`config.mk`:
```
export PLATFORM = sky130hd
export DESIGN_NAME = pcm_datapath
export DESIGN_NICKNAME = d
export VERILOG_FILES = /design/src/rtl/pcm_pkg.sv /design/src/rtl/pcm_ram.sv /design/src/rtl/pcm_datapath.sv
export SDC_FILE = /design/constraint.sdc
export NUM_CORES = 2
export LEC_CHECK = 0
export BUFFER_PORTS_ARGS = -buffer_cell sky130_fd_sc_hd__buf_4
export CORE_MARGIN = 10
export CORE_UTILIZATION = 69
export DETAILED_ROUTE_END_ITERATION = 7
export MAX_ROUTING_LAYER = met4
export PLACE_DENSITY = 0.91
export SKIP_LAST_GASP = 1
export SYNTH_ARGS = -nofsm -noshare
export SYNTH_HDL_FRONTEND = slang
export SYNTH_SLANG_ARGS = --single-unit
```
`constraint.sdc`:
```
create_clock -name clk -period 13.3 [get_ports clk]
set_input_delay 1.995 -clock clk [delete_from_list [all_inputs] [get_ports clk]]
set_output_delay 1.995 -clock clk [all_outputs]
set_load 0.005 [all_outputs]
```
`src/rtl/pcm_pkg.sv`:
```
`timescale 1ns / 1ps

package pcm_pkg;

	// Item commands
	typedef enum logic [1:0] {
		CMD_LOAD_A   = 2'd0,
		CMD_LOAD_B   = 2'd1,
		CMD_MULTIPLY = 2'd2
	} cmd_t;

	// APB register indexes (paddr[2])
	localparam logic REG_DEGREE_A = 1'b0;
	localparam logic REG_DEGREE_B = 1'b1;

	localparam int DEG_W   = 5;
	localparam int KIDX_W  = 6;
	localparam int COEF_W  = 32;
	localparam int MUL_W   = 64;
	localparam int FRAC_W  = 16;
	localparam int TERM_W  = 48;
	localparam int ACC_W   = 54;
	localparam int PROD_W  = 48;

	localparam logic signed [ACC_W-1:0] ACC_SAT_HI = 54'sd140737488355327;
	localparam logic signed [ACC_W-1:0] ACC_SAT_LO = -54'sd140737488355328;

	typedef enum logic [2:0] {
		ST_IDLE,
		ST_START,
		ST_ISSUE,
		ST_DRAIN,
		ST_EMIT
	} state_t;

	// Controller -> datapath
	typedef struct packed {
		logic              wr_a;
		logic              wr_b;
		logic              issue;
		logic              acc_clr;
		logic              emit;
		logic              emit_last;
		logic [KIDX_W-1:0] emit_index;
	} ctl_cmd_t;

	// Datapath -> controller
	typedef struct packed {
		logic pipe_busy;
		logic out_free;
	} dp_status_t;

endpackage

```
`src/rtl/pcm_ram.sv`:
```
`timescale 1ns / 1ps

module pcm_ram #(
	parameter int WIDTH = 32,
	parameter int DEPTH = 32
) (
	input  logic                     clk,
	input  logic                     we,
	input  logic [$clog2(DEPTH)-1:0] waddr,
	input  logic [WIDTH-1:0]         wdata,
	input  logic [$clog2(DEPTH)-1:0] raddr,
	output logic [WIDTH-1:0]         rdata
);

	logic [WIDTH-1:0] mem [DEPTH];
	logic [WIDTH-1:0] rdata_q;

	always_ff @(posedge clk) begin
		if (we) begin
			mem[waddr] <= wdata;
		end
		rdata_q <= mem[raddr];
	end

	assign rdata = rdata_q;

endmodule

```
`src/rtl/pcm_datapath.sv`:
```
`timescale 1ns / 1ps

module pcm_datapath import pcm_pkg::*; #(
	parameter int MAX_DEGREE = 31,
	parameter int AW = $clog2(MAX_DEGREE + 1)
) (
	input  logic                     clk,
	input  logic                     arst_n,
	input  ctl_cmd_t                 cmd,
	input  logic [AW-1:0]            rd_addr_a,
	input  logic [AW-1:0]            rd_addr_b,
	input  logic [DEG_W-1:0]         coeff_index,
	input  logic signed [COEF_W-1:0] coeff_value,
	output dp_status_t               status,
	output logic                     result_valid,
	input  logic                     result_stall,
	output logic signed [PROD_W-1:0] product_value,
	output logic [KIDX_W-1:0]        product_index,
	output logic                     last_coeff
);

	localparam int DEPTH = MAX_DEGREE + 1;

	logic [COEF_W-1:0]        a_s1, b_s1;
	logic                     v_s1_q, v_s2_q;
	logic signed [MUL_W-1:0]  p_s2;
	logic signed [TERM_W-1:0] term;
	logic signed [ACC_W-1:0]  acc_q;
	logic signed [PROD_W-1:0] sat;

	logic                     out_valid_q;
	logic signed [PROD_W-1:0] out_value_q;
	logic [KIDX_W-1:0]        out_index_q;
	logic                     out_last_q;

	pcm_ram #(.WIDTH(COEF_W), .DEPTH(DEPTH)) u_store_a (
		.clk   (clk),
		.we    (cmd.wr_a),
		.waddr (coeff_index[AW-1:0]),
		.wdata (coeff_value),
		.raddr (rd_addr_a),
		.rdata (a_s1)
	);

	pcm_ram #(.WIDTH(COEF_W), .DEPTH(DEPTH)) u_store_b (
		.clk   (clk),
		.we    (cmd.wr_b),
		.waddr (coeff_index[AW-1:0]),
		.wdata (coeff_value),
		.raddr (rd_addr_b),
		.rdata (b_s1)
	);

	always_ff @(posedge clk or negedge arst_n) begin
		if (!arst_n) begin
			v_s1_q <= 1'b0;
			v_s2_q <= 1'b0;
		end else begin
			v_s1_q <= cmd.issue;
			v_s2_q <= v_s1_q;
		end
	end

	always_ff @(posedge clk) begin
		p_s2 <= $signed(a_s1) * $signed(b_s1);
	end

	// Q32.32 -> Q32.16, floor
	assign term = p_s2[MUL_W-1:FRAC_W];

	always_ff @(posedge clk or negedge arst_n) begin
		if (!arst_n) begin
			acc_q <= '0;
		end else if (cmd.acc_clr) begin
			acc_q <= '0;
		end else if (v_s2_q) begin
			acc_q <= acc_q + ACC_W'(term);
		end
	end

	always_comb begin
		if (acc_q > ACC_SAT_HI) begin
			sat = ACC_SAT_HI[PROD_W-1:0];
		end else if (acc_q < ACC_SAT_LO) begin
			sat = ACC_SAT_LO[PROD_W-1:0];
		end else begin
			sat = acc_q[PROD_W-1:0];
		end
	end

	assign status.pipe_busy = v_s1_q | v_s2_q;
	assign status.out_free  = !out_valid_q || !result_stall;

	always_ff @(posedge clk or negedge arst_n) begin
		if (!arst_n) begin
			out_valid_q <= 1'b0;
		end else if (cmd.emit) begin
			out_valid_q <= 1'b1;
		end else if (!result_stall) begin
			out_valid_q <= 1'b0;
		end
	end

	always_ff @(posedge clk) begin
		if (cmd.emit) begin
			out_value_q <= sat;
			out_index_q <= cmd.emit_index;
			out_last_q  <= cmd.emit_last;
		end
	end

	assign result_valid  = out_valid_q;
	assign product_value = out_value_q;
	assign product_index = out_index_q;
	assign last_coeff    = out_last_q;

endmodule

```
# Word level (Yosys, flattened, before mapping)

Memories as Yosys holds them, arrays and structs flattened. A register that Yosys moved wholly into a read port is not among the register bits.
Index checks and enable logic that the tools add are counted.

Add/subtract/negate cells: 1
Multiply operators: 1
Div/mod/pow operators: 0
$lt $le $gt $ge: 2
Eq/ne operators: 1
Shifts and indexed selects: 0
Mux-type cells: 9
Bitwise gates (word level): 1
Reduce and logical (&&, ||, !) cells: 4

Operators by type and width:

| operator                                                                           | count |
|---|---|
| 54-bit 2-to-1 mux                                                                  | 2 |
| 32-bit by 32-bit multiplier with 64-bit output                                     | 1 |
| 54-bit by 48-bit adder with 54-bit output                                          | 1 |
| 54-bit by 48-bit greater-than comparator with 1-bit output (second input constant) | 1 |
| 54-bit by 48-bit less-than comparator with 1-bit output (second input constant)    | 1 |
| 48-bit 2-to-1 mux                                                                  | 1 |
| 1-bit 2-to-1 mux                                                                   | 6 |
| 1-bit zero test                                                                    | 2 |
| 2-bit != test (second input constant)                                              | 1 |
| 2-bit nonzero test                                                                 | 1 |
| 1-bit logical OR                                                                   | 1 |
| 1-bit bitwise OR                                                                   | 1 |

Flip-flop bits (word level): 176
Bits in latches: 0
RAM bits: 2048
Memory bits (read-only): 0
Bits of input ports: 62
Output and inout port bits: 58
Memories kept: 2

Memory list:

| memory        | depth | width | rd ports | clocked after Yosys merged registers in | write ports | line          | source |
|---|---|---|---|---|---|---|---|
| u_store_a.mem | 32    | 32    | 1        | 1                                       | 1           | pcm_ram.sv:15 | `logic [WIDTH-1:0] mem [DEPTH];` |
| u_store_b.mem | 32    | 32    | 1        | 1                                       | 1           | pcm_ram.sv:15 |  |

# Longest topological paths before layout

Depth in word-level cells: 3
Depth in mapped cells: 28
Gate-level depth less buffers: 27

# Cells and area by module

Synthesis repeated with hierarchy kept, for this count alone.

Cell total of the unflattened synthesis: 9121
Area, all modules: 124983.6 um^2

By module, submodules not included:

| module       | instances | cells an instance | area each (um^2) |
|---|---|---|---|
| pcm_ram      | 2         | 2260              | 40485.1 |
| pcm_datapath | 1         | 4601              | 44013.5 |

# Worst setup path after synthesis

OpenSTA, ideal clock, no wires.

Path kind: reg2reg
From: register u_store_a.rdata_q[31] (netlist: u_store_a.rdata[31]), read port of u_store_a.mem
To: register p_s2[63]
Arrival time: 7.688 ns
Setup slack: 5.539 ns
Stages on the path, launching flop included: 29
Buffers on the path: 1
Period minus slack after synthesis: 7.761 ns
Cell sequence: dfxtp_1 > clkbuf_1 > nand2_1 > inv_1 > fa_1 > inv_1 > fa_1 > inv_1 > fa_1 > fa_1 > inv_1 > fa_1 > inv_1 > fa_1 > inv_1 > fa_1 > inv_1 > fa_1 > ha_1 > a21oi_1 > o21bai_1 > a21oi_1 > o21ai_0 > a311oi_1 > o21ai_0 > a21o_1 > a21o_1 > a221oi_1 > xnor2_1

Cells in the longest elaborated chain, start to end: 1

RTL lines:

| item                                           | line               | source |
|---|---|---|
| start: declaration                             | pcm_ram.sv:16      | `logic [WIDTH-1:0] rdata_q;` |
| 32-bit by 32-bit multiplier with 64-bit output | pcm_datapath.sv:65 | `p_s2 <= $signed(a_s1) * $signed(b_s1);` |
| end signal: assignment                         | pcm_datapath.sv:65 |  |
| end: declaration                               | pcm_datapath.sv:26 | `logic signed [MUL_W-1:0] p_s2;` |

No other way between the ends.
A chain may end at the register's enable or synchronous reset.

# Worst setup path in the final report

Ends and elaborated chain as after synthesis.

==> results.json <==
{
  "status": "finished, violations left",
  "violations": "design-rule violations",
  "synth_seq_cells": 2272,
  "viasPerCell": 7.21,
  "worst-path-max-fanout": 32,
  "cts_hold_repair.buffers": 0,
  "period_share_pct": 69.9,
  "final-setup-viol-count": 0,
  "placementRows": 154,
  "tightest_slew_ns": 1.26,
  "io_buffers": 119,
  "yosysSeqAreaShare_pct": 54.6,
  "worstPathRequired_ns": 14.09,
  "fin_util_pct": 75.7,
  "nets": 9047,
  "clock_sinks": 2272,
  "finalWeightedCongestion": 0.906,
  "hold_depth": 0,
  "yosys.area.top_type": "edfxtp_1",
  "grt_pass1_wl_um": 529000,
  "core_mm2": 0.176,
  "drv_cap": 0,
  "ctsHtreeMaxLevel": 4,
  "finish.instance_area_mm2": 0.133,
  "critPathMaxStageDelay_ns": 1.13,
  "cp_slowest_cell": "dfxtp_1",
  "synthToLayoutAreaGrowth_pct": 9.05,
  "placed_cell_area_mm2": 0.126,
  "multi_input_area_mm2": 0.0510,
  "skew_ns": 0.0442,
  "dp_hpwl_um": 199000,
  "final_antenna_net_count": 0,
  "crit_path_start_kind": "flip-flop",
  "drt_first_iter_violations": 13189,
  "rsz0062_at_grt": "false",
  "worstSetupPathType": "flip-flop to flip-flop",
  "drc_errors": 59,
  "ctsResizeCount": 0,
  "numCtsBuffers": 211,
  "die_h_um": 441,
  "syn-cell-area_mm2": 0.122,
  "final_max_slew_viol_count": 0,
  "grt_overflow": 0,
  "worst-path-buf-inv": 7,
  "drt_wl_total_um": 363000,
  "seqCellArea_mm2": 0.0668,
  "insertion_delay_ns": 0.90,
  "setup_tns_ns": 0,
  "drtPass1Iterations": 8,
  "grt_max_degree": 160,
  "cts_setup_buffers": 0,
  "slew_headroom_pct": 16.0,
  "crit_family": "adder cells",
  "ys_async_sr_fraction_pct": 2.51,
  "cts-root-buf": "clkbuf_16",
  "syn_nets": 8965,
  "route.vias.total": 73717,
  "reg2reg_depth": 27,
  "hold_violations": 0,
  "synth_edf_count": 2103,
  "routedWlPerCell_um": 35.5,
  "synth_area_leaders": "edfxtp_1 (52%), fa_1 (18%), mux4_2 (12%)",
  "pin_count": 120,
  "syn_avg_cell_area_um2": 16.1,
  "fillers": 8839,
  "end_kind": "flip-flop",
  "min_path_type": "flip-flop to flip-flop",
  "track_usage_pct": 38.9,
  "clk_pin_slew_ns": 0.07,
  "initial_core_util_pct": 69.4,
  "whs_endpoint": "v_s2_q$_DFF_PN0_",
  "die_w_um": 441,
  "grt_pass1_vias": 77028,
  "fmax_ghz": 0.108,
  "cp_common_cell": "fa_1",
  "fin_crit_ns": 9.30,
  "worstReg2RegStart": "u_store_a.rdata[31]$_DFF_P_",
  "cts_tree": "yes",
  "worst_hold_slack_ns": 0.379,
  "syn_inst": 7588,
  "ff2ff_setup_slack_ns": 4.00,
  "synth_ff_type": "edfxtp_1",
  "hold_start": "v_s1_q$_DFF_PN0_",
  "yosys.cell_types.count": 79,
  "dieArea_mm2": 0.195,
  "rr_endpoint": "p_s2[63]$_DFF_P_",
  "yosysWarnings": 0,
  "synth_top_area_share_pct": 51.6,
  "cts_max_path_buffers": 3,
  "antenna_found_initial": 25,
  "cp_data_arrival_time_ns": 10.09,
  "drive_gt1_share_pct": 17.5
}
## routing by layer
layer / vias to the layer above / track usage, % / routed length (um)
met5: - / - / 0
met4: 0 / 20.4 / 25300
met3: 1977 / 12.3 / 52800
met2: 7965 / 59.0 / 171000
met1: 36818 / 47.3 / 114000
li1: 26957 / - / -
## cells in the final DEF (no fill, tap or decap), types with 13 or more instances in the layout
cell type / instances
nor2_1: 141
buf_4: 249
and2_1: 511
nor2_4: 64
mux2_2: 64
nand2b_1: 13
clkbuf_8: 16
a211oi_1: 16
xor2_1: 30
a21o_1: 89
nand3_1: 25
fa_1: 1082
nand2_1: 559
o21bai_1: 20
bufinv_16: 19
mux2i_1: 34
dfxtp_1: 111
mux4_2: 640
ha_1: 233
clkinv_2: 38
o21ai_0: 64
a31oi_1: 13
a21oi_1: 99
xnor2_1: 68
clkinv_1: 39
inv_1: 974
edfxtp_1: 2103
nor3_1: 22
dfrtp_1: 56
clkbuf_16: 217
clkbuf_1: 41
diode_2: 26
nand4_1: 23
## final cells by class
type                            count  area share [%]
Multi-Input combinational cell   3953            38.2
Sequential cell                  2272            50.1
Inverter                          976            2.75
Clock buffer                      274            4.35
Clock inverter                    124           0.938
Tap cell                         2340            2.19
Antenna cell                       26          0.0487
Timing Repair Buffer              256            1.49
## flip-flops by register name (all words and copies together) (netlist names), 6 cells and up
signal           count
u_store_b.mem     1024
product_value       48
product_index        6
u_store_a.mem     1024
acc_q               54
p_s2                48
u_store_a.rdata     32
u_store_b.rdata     32
## metrics by stage
| stage | setup slack (ns) | std cells |
|---|---|---|
| 3_5_place_dp | 4.23 | 9797 |
| 2_1_floorplan | 5.54 | 7588 |
| 5_1_grt | 3.53 | 10219 |
| 3_3_place_gp | 4.38 | 9797 |
| 4_1_cts | 4.15 | 10195 |
| 6_report | 4.00 | 10221 |
## how the worst max path moves through the flow
| stage | endpoint | from | cells past startpoint | slack (ns) |
|---|---|---|---|---|
| 2_1_floorplan | p_s2[63]$_DFF_P_ | u_store_a.rdata[31]$_DFF_P_ | 28 | 5.54 |
| 4_1_cts | p_s2[63]$_DFF_P_ | u_store_a.rdata[31]$_DFF_P_ | 27 | 4.15 |
| 5_1_grt | p_s2[63]$_DFF_P_ | u_store_a.rdata[31]$_DFF_P_ | 25 | 3.53 |
| 3_3_place_gp | p_s2[63]$_DFF_P_ | u_store_a.rdata[31]$_DFF_P_ | 27 | 4.38 |
| 6_report | p_s2[63]$_DFF_P_ | u_store_a.rdata[31]$_DFF_P_ | 27 | 4.00 |
| 3_5_place_dp | p_s2[63]$_DFF_P_ | u_store_a.rdata[31]$_DFF_P_ | 27 | 4.23 |
## synthesized netlist by cell type, drive strengths merged, types with 20 or more instances
master,count
edfxtp,2103
fa,1082
inv,976
mux4,640
nand2,559
and2,511
clkbuf,327
ha,233
nor2,205
dfxtp,112
a21oi,101
a21o,89
o21ai,69
xnor2,68
mux2,64
buf,60
dfrtp,57
mux2i,34
xor2,30
nand3,25
nand4,23
nor3,22
o21bai,20
## cells by family (layout without fill, tap and decap cells)
kind of cell | Yosys count | count (layout) | synth area share, %
adders and majority gates | 1315 | 1315 | 20.1
xor gates and xnor gates | 98 | 98 | 0.701
and+or+nand+nor | 1420 | 1420 | 5.70
DFF | 2272 | 2272 | 54.6
AOI/OAI and AO/OA | 382 | 382 | 2.10
buffers and inverters | 1363 | 1630 | 4.19
other | 0 | 26 | 0
muxes | 738 | 738 | 12.6
Power is not shown: default switching activity piles up to over one toggle a cycle in this logic, so the estimate is an artifact.
