[src/rtl/pcm_pkg.sv]
`timescale 1ns / 1ps

package pcm_pkg;

	// Item commands
	typedef enum logic [1:0] {
		CMD_LOAD_A   = 2'd0,
		CMD_LOAD_B   = 2'd1,
		CMD_MULTIPLY = 2'd2
	} cmd_t;

	// APB register indexes (paddr[2])
	localparam logic REG_DEGREE_A = 1'b0;
	localparam logic REG_DEGREE_B = 1'b1;

	localparam int DEG_W   = 5;
	localparam int KIDX_W  = 6;
	localparam int COEF_W  = 32;
	localparam int MUL_W   = 64;
	localparam int FRAC_W  = 16;
	localparam int TERM_W  = 48;
	localparam int ACC_W   = 54;
	localparam int PROD_W  = 48;

	localparam logic signed [ACC_W-1:0] ACC_SAT_HI = 54'sd140737488355327;
	localparam logic signed [ACC_W-1:0] ACC_SAT_LO = -54'sd140737488355328;

	typedef enum logic [2:0] {
		ST_IDLE,
		ST_START,
		ST_ISSUE,
		ST_DRAIN,
		ST_EMIT
	} state_t;

	// Controller -> datapath
	typedef struct packed {
		logic              wr_a;
		logic              wr_b;
		logic              issue;
		logic              acc_clr;
		logic              emit;
		logic              emit_last;
		logic [KIDX_W-1:0] emit_index;
	} ctl_cmd_t;

	// Datapath -> controller
	typedef struct packed {
		logic pipe_busy;
		logic out_free;
	} dp_status_t;

endpackage

[src/rtl/pcm_ctrl.sv]
`timescale 1ns / 1ps

module pcm_ctrl import pcm_pkg::*; #(
	parameter int MAX_DEGREE = 31,
	parameter int AW = $clog2(MAX_DEGREE + 1)
) (
	input  logic              clk,
	input  logic              arst_n,
	input  logic              item_valid,
	output logic              item_stall,
	input  logic [1:0]        command,
	input  logic [DEG_W-1:0]  coeff_index,
	input  logic [DEG_W-1:0]  degree_a,
	input  logic [DEG_W-1:0]  degree_b,
	input  dp_status_t        status,
	output ctl_cmd_t          cmd,
	output logic [AW-1:0]     rd_addr_a,
	output logic [AW-1:0]     rd_addr_b
);

	localparam logic [DEG_W-1:0] MAXD = DEG_W'(MAX_DEGREE);

	state_t            state_q, state_d;
	logic [KIDX_W-1:0] k_q, k_d;
	logic [AW-1:0]     i_q, i_d;

	logic [DEG_W-1:0]  da, db;
	logic [KIDX_W-1:0] last_k, k_lo, k_hi, i_ext, b_idx;
	logic              idx_ok;

	// degrees above the store depth are used as the top index
	assign da     = (degree_a > MAXD) ? MAXD : degree_a;
	assign db     = (degree_b > MAXD) ? MAXD : degree_b;
	assign last_k = KIDX_W'(da) + KIDX_W'(db);
	assign k_lo   = (k_q > KIDX_W'(db)) ? (k_q - KIDX_W'(db)) : '0;
	assign k_hi   = (k_q < KIDX_W'(da)) ? k_q : KIDX_W'(da);
	assign i_ext  = KIDX_W'(i_q);
	assign b_idx  = k_q - i_ext;
	assign idx_ok = (coeff_index <= MAXD);

	assign rd_addr_a = i_q;
	assign rd_addr_b = b_idx[AW-1:0];

	always_ff @(posedge clk or negedge arst_n) begin
		if (!arst_n) begin
			state_q <= ST_IDLE;
			k_q     <= '0;
			i_q     <= '0;
		end else begin
			state_q <= state_d;
			k_q     <= k_d;
			i_q     <= i_d;
		end
	end

	always_comb begin
		state_d        = state_q;
		k_d            = k_q;
		i_d            = i_q;
		item_stall     = 1'b1;
		cmd.wr_a       = 1'b0;
		cmd.wr_b       = 1'b0;
		cmd.issue      = 1'b0;
		cmd.acc_clr    = 1'b0;
		cmd.emit       = 1'b0;
		cmd.emit_last  = (k_q == last_k);
		cmd.emit_index = k_q;
		case (state_q)
			ST_IDLE: begin
				item_stall = 1'b0;
				if (item_valid) begin
					case (command)
						CMD_LOAD_A: cmd.wr_a = idx_ok;
						CMD_LOAD_B: cmd.wr_b = idx_ok;
						CMD_MULTIPLY: begin
							k_d     = '0;
							state_d = ST_START;
						end
						default: ;
					endcase
				end
			end
			ST_START: begin
				cmd.acc_clr = 1'b1;
				i_d         = k_lo[AW-1:0];
				state_d     = ST_ISSUE;
			end
			ST_ISSUE: begin
				cmd.issue = 1'b1;
				if (i_ext == k_hi) begin
					state_d = ST_DRAIN;
				end else begin
					i_d = i_q + 1'b1;
				end
			end
			ST_DRAIN: begin
				if (!status.pipe_busy) begin
					state_d = ST_EMIT;
				end
			end
			ST_EMIT: begin
				if (status.out_free) begin
					cmd.emit = 1'b1;
					if (k_q == last_k) begin
						state_d = ST_IDLE;
					end else begin
						k_d     = k_q + 1'b1;
						state_d = ST_START;
					end
				end
			end
			default: state_d = ST_IDLE;
		endcase
	end

endmodule

[config.mk]
export PLATFORM = sky130hd
export DESIGN_NAME = pcm_ctrl
export DESIGN_NICKNAME = d
export VERILOG_FILES = /design/src/rtl/pcm_pkg.sv /design/src/rtl/pcm_ctrl.sv
export SDC_FILE = /design/constraint.sdc
export NUM_CORES = 1
export LEC_CHECK = 0
export BUFFER_PORTS_ARGS = -buffer_cell sky130_fd_sc_hd__buf_2
export CORE_MARGIN = 2
export CORE_UTILIZATION = 58
export CTS_CLUSTER_DIAMETER = 40
export DETAILED_ROUTE_END_ITERATION = 10
export PLACE_DENSITY_LB_ADDON = 0.1
export REMOVE_ABC_BUFFERS = 1
export SYNTH_ARGS = -nofsm -noshare
export SYNTH_HDL_FRONTEND = slang
export SYNTH_SLANG_ARGS = --single-unit
[constraint.sdc]
create_clock -name clk -period 3.9 [get_ports clk]
set_clock_uncertainty 0.15 [all_clocks]
set_input_delay 0.78 -clock clk [delete_from_list [all_inputs] [get_ports clk]]
set_output_delay 0.78 -clock clk [all_outputs]
set_load 0.02 [all_outputs]
# == After elaboration in Yosys (flattened, before gate mapping) ==
# Index checks and enable logic that the tools add are counted.
# word_totals
register_bits,14
inputBits,22
wordCells,62
# classes
add_sub_neg,5
n_lt_le_gt_ge,5
eq_ne,15
muxes,27
reduce_logical,7
# op_table
cell,n
6-bit 2-to-1 mux,5
5-bit 2-to-1 mux,4
3-bit 2-to-1 mux,5
3-bit case mux with 5 select lines,1
"2-bit inequality test, second input constant",6
6-bit case mux with 2 select lines,1
"5-bit > comparator, second input constant",2
5-bit case mux with 2 select lines,1
5-bit AND reduction,2
5-bit subtractor,2
1-bit 2-to-1 mux,8
5-bit by 5-bit adder with 6-bit output,1
"6-bit by 1-bit adder with 6-bit output, second input constant",1
"3-bit by 2-bit equality test with 1-bit output, second input constant",2
5-bit by 6-bit equality test with 1-bit output,1
6-bit equality test,1
6-bit by 5-bit > comparator with 1-bit output,1
6-bit by 5-bit less-than comparator with 1-bit output,1
"5-bit by 1-bit adder with 5-bit output, second input constant",1
"5-bit <= comparator, second input constant",1
2-bit 2-to-1 mux,2
2-bit nonzero test,2
"3-bit by 1-bit equality test with 1-bit output, second input constant",1
"3-bit equality test, second input constant",1
other kinds (6),6

# == Longest topological paths before layout ==
# Gate-level depths: netlist of the first run.
# logic_depth
depth_word,7
mapped_depth,10
depth_no_buf,9

# == Worst setup path before layout of the first run ==
# No wires, ideal clock.
# synth_timing
kind,input-to-output
start,input port degree_b[0]
end,output port cmd[6] (netlist bit)
arrival_ns,2.427
setup_slack_ns,0.543
path_stages,8
path_cell_list,clkbuf_1 > ha_1 > inv_1 > fa_1 > nor2b_1 > a221oi_2 > xnor2_1 > a2111oi_4
# synth_rtl
element,line,rtl
start: declaration,pcm_ctrl.sv:14,"input logic [DEG_W-1:0] degree_b,"
end: declaration,pcm_ctrl.sv:16,"output ctl_cmd_t cmd,"

==> results.py, run 1 <==
metrics = {
    "pwr": {
        "power.leakage_nw": 1.01,
        "p_total_mw": 1.02,
        "power.density_cell_area_nw_per_um2": 535,
        "irDropWorstVdd_mv": 0.540,
    },
    "clock_tree": {
        "cts_hold_repair.buffers": 0,
        "tritoncts_clock_tree": "yes",
        "worst_setup_hold_path_clk_slew_ns": 0.08,
        "resize_count_post_cts": 0,
        "cts.repair_timing.setup_buffer_count": 0,
        "worstSkewPairLatency_ns": 0.28,
        "htree_levels": 1,
        "clock_sink_count": 14,
        "cts.path.max_buffers": 2,
        "cts-buffers-inserted": 3,
        "ctsRootBufferMaster": "sky130_fd_sc_hd__clkbuf_4",
    },
    "die": {
        "die_h_um": 58.3,
        "start_util": 0.614,
        "core_um2": 2780,
        "die_area_um2": 3390,
        "die_w_um": 58.3,
        "rows": 19,
        "pin_count": 45,
    },
    "worst_setup_path": {
        "critical_path_buf_inv_count": 2,
        "cpMostUsedCell": "sky130_fd_sc_hd__buf_2",
        "setup.worst_path.start_class": "primary input",
        "crit_path_cell_trace": "buf_2 -> ha_1 -> a21oi_2 -> a21oi_1 -> or3_1 -> a2111oi_4 -> buf_2",
        "cp-startpoint": "degree_a[2]",
        "worst_path_dominant_cell_family": "compound AO/OA/AOI/OAI gates",
        "worst-setup-path-type": "in -> out",
        "timing.critical_path.required_ns": 2.97,
        "critPathMaxFanout": 4,
        "crit-reg2reg-capture": "rd_addr_a[4]",
        "crit_path_capture_type": "output port",
        "reg2regPathDepth": 7,
        "critPathSlowestCell": "sky130_fd_sc_hd__or3_1",
        "cp_slowest_stage_delay_ns": 0.39,
        "critical_r2r_launch": "k_q[3]",
        "worstPathArrival_ns": 2.55,
        "ff2ff_setup_slack_ns": 1.00,
    },
    "sta": {
        "timing_hold_violations_final": 0,
        "rsz_0062_raised_after_global_routing": "false",
        "timing.setup.tns_ns": 0,
        "max_slew.worst_pin.slew_ns": 0.630,
        "layout_worst_path_cycle_share": 0.893,
        "finalSetupViolCount": 0,
        "finalMaxSlewViolations": 0,
        "fmaxAchievable_mhz": 287,
        "worst_slew_margin_rel": 0.573,
        "finalCriticalPeriod_ns": 3.48,
    },
    "grt": {
        "pin_count_of_the_biggest_net_entering_global_routing": 15,
        "grt_use_total": 0.254,
        "antenna_found_initial": 0,
        "first_global_vias": 1542,
        "grt_pass1_wl_um": 6640,
        "grt-ovfl-total": 0,
    },
    "synthesis": {
        "syn_inst": 207,
        "synth.cells.most_frequent": "sky130_fd_sc_hd__inv_1 (23), sky130_fd_sc_hd__ha_1 (20), sky130_fd_sc_hd__nand2_1 (17)",
        "postSynthAreaPerCell_um2": 8.25,
        "number_of_flops_mapped_to_enable_cells_by_yosys": 0,
        "synth_area_leaders": "sky130_fd_sc_hd__dfrtp_1 (21%), sky130_fd_sc_hd__ha_1 (15%), sky130_fd_sc_hd__xnor2_1 (5.6%), sky130_fd_sc_hd__xor2_1 (5.6%), sky130_fd_sc_hd__inv_1 (5.1%)",
        "post_synth_num_cell_types": 46,
        "netlist.top_cell.by_area": "sky130_fd_sc_hd__dfrtp_1",
        "register_area_share_after_synthesis": 0.205,
        "postSynthRegisterBits": 14,
        "warnings_from_yosys": 0,
        "synth_area_um2": 1710,
        "postSynth.topFlopCell": "sky130_fd_sc_hd__dfrtp_1",
        "async_reset_ff_frac": 1.00,
        "synth_largest_type_area_fraction": 0.205,
        "yosys.cell_count.top_type": "sky130_fd_sc_hd__inv_1",
    },
    "place": {
        "placement.io_buffers": 39,
        "place_congestion": 0.899,
        "detailed_place_hpwl_um": 3270,
    },
    "route": {
        "drt_iter0_markers": 41,
        "wl_met1_um": 1740,
        "wl_met2_um": 1950,
        "drt_first_pass_iters": 4,
        "route.detailed.vias_per_inst": 6.00,
        "drt-total-wl_um": 3910,
        "remaining_drc_errors": 0,
        "highest_signal_layer": "met4",
        "detailroute.via_count": 1591,
        "met3RoutedLength_um": 165,
        "wl_per_cell_um": 14.8,
        "ant_nets": 0,
    },
    "layout": {
        "layout.filler_cells": 244,
        "antenna_cells": 0,
        "post_route_cells_drive_above_1_share": 0.222,
        "flow.area_growth_from_synthesis_pct": 12.0,
        "final_net_count": 281,
    },
    "run_status": {
        "status": "complete, no violations",
    },
    "job": {
        "max-cap-violations": 0,
    },
    "worst_hold_path": {
        "worst_hold_path_type": "in -> async",
    },
}
[sequential cells by signal (all words and copies together) (netlist names)]
| signal | flops |
|---|---|
| rd_addr_a | 5 |
| k_q | 6 |
| state_q | 3 |
[worst max path at each step]
stage	endpoint	slack (ns)	cells past startpoint
floorplan	cmd[6]	0.63	5
global placement	cmd[6]	0.48	7
detailed placement	cmd[6]	0.43	7
CTS	cmd[6]	0.42	7
global route	cmd[6]	0.34	7
finish	cmd[6]	0.42	7
[kinds of logic after synthesis]
group           after synthesis  synth area share
mux                           7            0.0418
fa+ha+maj                    23             0.182
xor+xnor                     22             0.113
flops                        14             0.205
compound gates               44             0.199
buf+inv                      40            0.0894
simple gates                 57             0.171
[stage by stage]
stage / setup slack (ns) / instances / hold slack, ns / instance area [um2] / util
floorplan: 0.628 / 190 / 0.334 / 1640 / -
global placement: 0.479 / 262 / 0.428 / 1890 / 0.680
detailed placement: 0.430 / 262 / 0.449 / 1890 / 0.680
CTS: 0.424 / 265 / 0.228 / 1910 / 0.688
global route: 0.339 / 265 / 0.244 / 1910 / 0.688
finish: 0.416 / 265 / 0.228 / 1910 / 0.688
[final cells by class]
class | instances | area, um2 | share of cell area
tap | 31 | 38.8 | 0.0203
sequential | 14 | 350 | 0.183
clock buffer | 3 | 22.5 | 0.0118
timing repair buffer | 41 | 210 | 0.110
inverter | 23 | 86.3 | 0.0451
multi-input combinational | 153 | 1200 | 0.630
[metal layers]
metal  vias up  GRT usage
met1       768      0.320
li1        774          -
met2        43      0.433
met3         6     0.0357
met5         -          0
met4         0      0.103
[power by group]
| part | switching (mW) | leakage [nW] | internal, mW |
|---|---|---|---|
| clock network | 0.0468 | 0.0138 | 0.0359 |
| logic | 0.399 | 0.811 | 0.285 |
| registers | 0.0764 | 0.185 | 0.181 |
[placed cells by master (no fill, tap or decap), drive strengths merged, types with 6 or more instances in the layout]
cell type | netlist | final
ha | 20 | 20
dfrtp | 14 | 14
mux2i | 6 | 6
buf | 2 | 41
xor2 | 11 | 11
nand3 | 6 | 6
xnor2 | 11 | 11
inv | 23 | 23
o21ai | 8 | 8
nand2 | 17 | 17
nor2 | 10 | 10
a21oi | 6 | 6
a21o | 7 | 7
(Power assumes the default switching activity.)
==> inputs of run 2 (changes only) <==
- RECOVER_POWER: not set -> 50
==> results.py, run 2 (synthesized netlist as in run 1, its figures left out) <==
metrics = {
    "route": {
        "remaining_drc_errors": 0,
        "route.detailed.vias_per_inst": 6.00,
        "drt-total-wl_um": 3940,
        "drt_iter0_markers": 38,
        "detailroute.via_count": 1590,
        "ant_nets": 0,
        "drt_first_pass_iters": 4,
        "wl_per_cell_um": 14.9,
    },
    "pwr": {
        "irDropWorstVdd_mv": 0.522,
        "power.density_cell_area_nw_per_um2": 536,
        "power.leakage_nw": 0.970,
    },
    "layout": {
        "post_route_cells_drive_above_1_share": 0.175,
        "final_design_area_no_fill_um2": 1900,
        "final_common_cell": "sky130_fd_sc_hd__buf_2",
        "number_of_flip_flops_in_the_largest_register": 6,
        "flow.area_growth_from_synthesis_pct": 11.2,
        "utilization": 0.683,
        "final_net_count": 281,
        "largest_register_by_flop_count": "k_q",
        "most-common-layout-cells": "sky130_fd_sc_hd__buf_2 (28), sky130_fd_sc_hd__inv_1 (23), sky130_fd_sc_hd__ha_1 (20)",
        "antenna_cells": 0,
        "fin_cells": 265,
    },
    "place": {
        "place_congestion": 0.899,
        "placement.io_buffers": 39,
        "dp_cells": 262,
        "placedInstanceArea_um2": 1890,
        "detailed_place_hpwl_um": 3270,
    },
    "clock_tree": {
        "worstSkewPairLatency_ns": 0.28,
        "cts.path.max_buffers": 2,
        "cts.repair_timing.setup_buffer_count": 0,
        "cts-buffers-inserted": 3,
        "clock_sink_count": 14,
        "cts_hold_repair.buffers": 0,
        "htree_levels": 1,
        "worst_setup_hold_path_clk_slew_ns": 0.08,
        "tritoncts_clock_tree": "yes",
        "resize_count_post_cts": 0,
        "ctsRootBufferMaster": "sky130_fd_sc_hd__clkbuf_4",
    },
    "job": {
        "max-cap-violations": 0,
    },
    "sta": {
        "hold_slack_ns": 0.387,
        "finalCriticalPeriod_ns": 3.49,
        "max_slew.worst_pin.slew_ns": 0.769,
        "finalMaxSlewViolations": 0,
        "timing.setup.tns_ns": 0,
        "worst_slew_margin_rel": 0.487,
        "fmaxAchievable_mhz": 287,
        "rsz_0062_raised_after_global_routing": "false",
        "finalSetupViolCount": 0,
        "timing_hold_violations_final": 0,
        "layout_worst_path_cycle_share": 0.894,
    },
    "grt": {
        "grt_use_total": 0.254,
        "first_global_vias": 1542,
        "grt-ovfl-total": 0,
        "pin_count_of_the_biggest_net_entering_global_routing": 15,
        "grt_pass1_wl_um": 6640,
        "antenna_found_initial": 0,
    },
    "die": {
        "core_um2": 2780,
        "rows": 19,
        "die_area_um2": 3390,
        "pin_count": 45,
        "start_util": 0.614,
        "die_w_um": 58.3,
        "die_h_um": 58.3,
    },
    "worst_setup_path": {
        "worstPathArrival_ns": 2.56,
        "worst-setup-path-type": "in -> out",
        "setup.worst_path.start_class": "primary input",
        "critPathMaxFanout": 4,
        "timing.critical_path.required_ns": 2.97,
        "crit_path_capture_type": "output port",
    },
    "worst_hold_path": {
        "worst_hold_path_type": "in -> async",
    },
    "run_status": {
        "status": "complete, no violations",
    },
}
run 2: changes by cell type in the layout (fill, tap and decap cells not counted), sizes merged:
cell,delta
clkbuf,+11
buf,-11
run 2: worst paths after layout:
kind | from | end | slack [ns] | depth (start not counted)
max in group asynchronous | arst_n | k_q[5] | 2.73 | 1
max | degree_a[2] | cmd[6] | 0.41 | 7
min reg2reg | state_q[2] | state_q[1] | 0.46 | 1
min | arst_n | state_q[2] | 0.39 | 1
min in group clk | state_q[2] | state_q[1] | 0.46 | 1
max reg2reg | k_q[3] | rd_addr_a[4] | 0.99 | 7
run 2: critical path, cell delays in order:
cell	delay (ns)
sky130_fd_sc_hd__buf_2	0.13
sky130_fd_sc_hd__ha_1	0.37
sky130_fd_sc_hd__a21oi_2	0.17
sky130_fd_sc_hd__a21oi_1	0.10
sky130_fd_sc_hd__or3_1	0.39
sky130_fd_sc_hd__a2111oi_4	0.39
sky130_fd_sc_hd__buf_2	0.23
run 2: power by group:
group | switching (mW) | internal, mW | leakage (nW)
clock | 0.0471 | 0.0359 | 0.0138
sequential | 0.0774 | 0.180 | 0.185
combinational | 0.400 | 0.278 | 0.771
run 2: metal layers:
layer | wire, um | share of wire | vias up | track usage
met5 | 0 | 0 | - | 0
met4 | 57 | 0.014 | 0 | 0.103
met3 | 198 | 0.050 | 6 | 0.0357
met2 | 1960 | 0.50 | 44 | 0.433
met1 | 1720 | 0.44 | 766 | 0.320
li1 | - | - | 774 | -
run 2: stage by stage:
step | setup WS, ns | total power, mW
6_report | 0.415 | 1.02
5_1_grt | 0.339 | 1.11
3_3_place_gp | 0.479 | 0.912
4_1_cts | 0.424 | 1.03
3_5_place_dp | 0.430 | 0.942
2_1_floorplan | 0.628 | 0.741
run 2: final cells by class:
| class | count | area [um2] |
|---|---|---|
| Clock buffer | 3 | 22.5 |
| Tap cell | 31 | 38.8 |
| Sequential cell | 14 | 350 |
| Multi-Input combinational cell | 153 | 1200 |
| Timing Repair Buffer | 41 | 196 |
| Fill cell | 249 | 882 |
| Inverter | 23 | 86.3 |
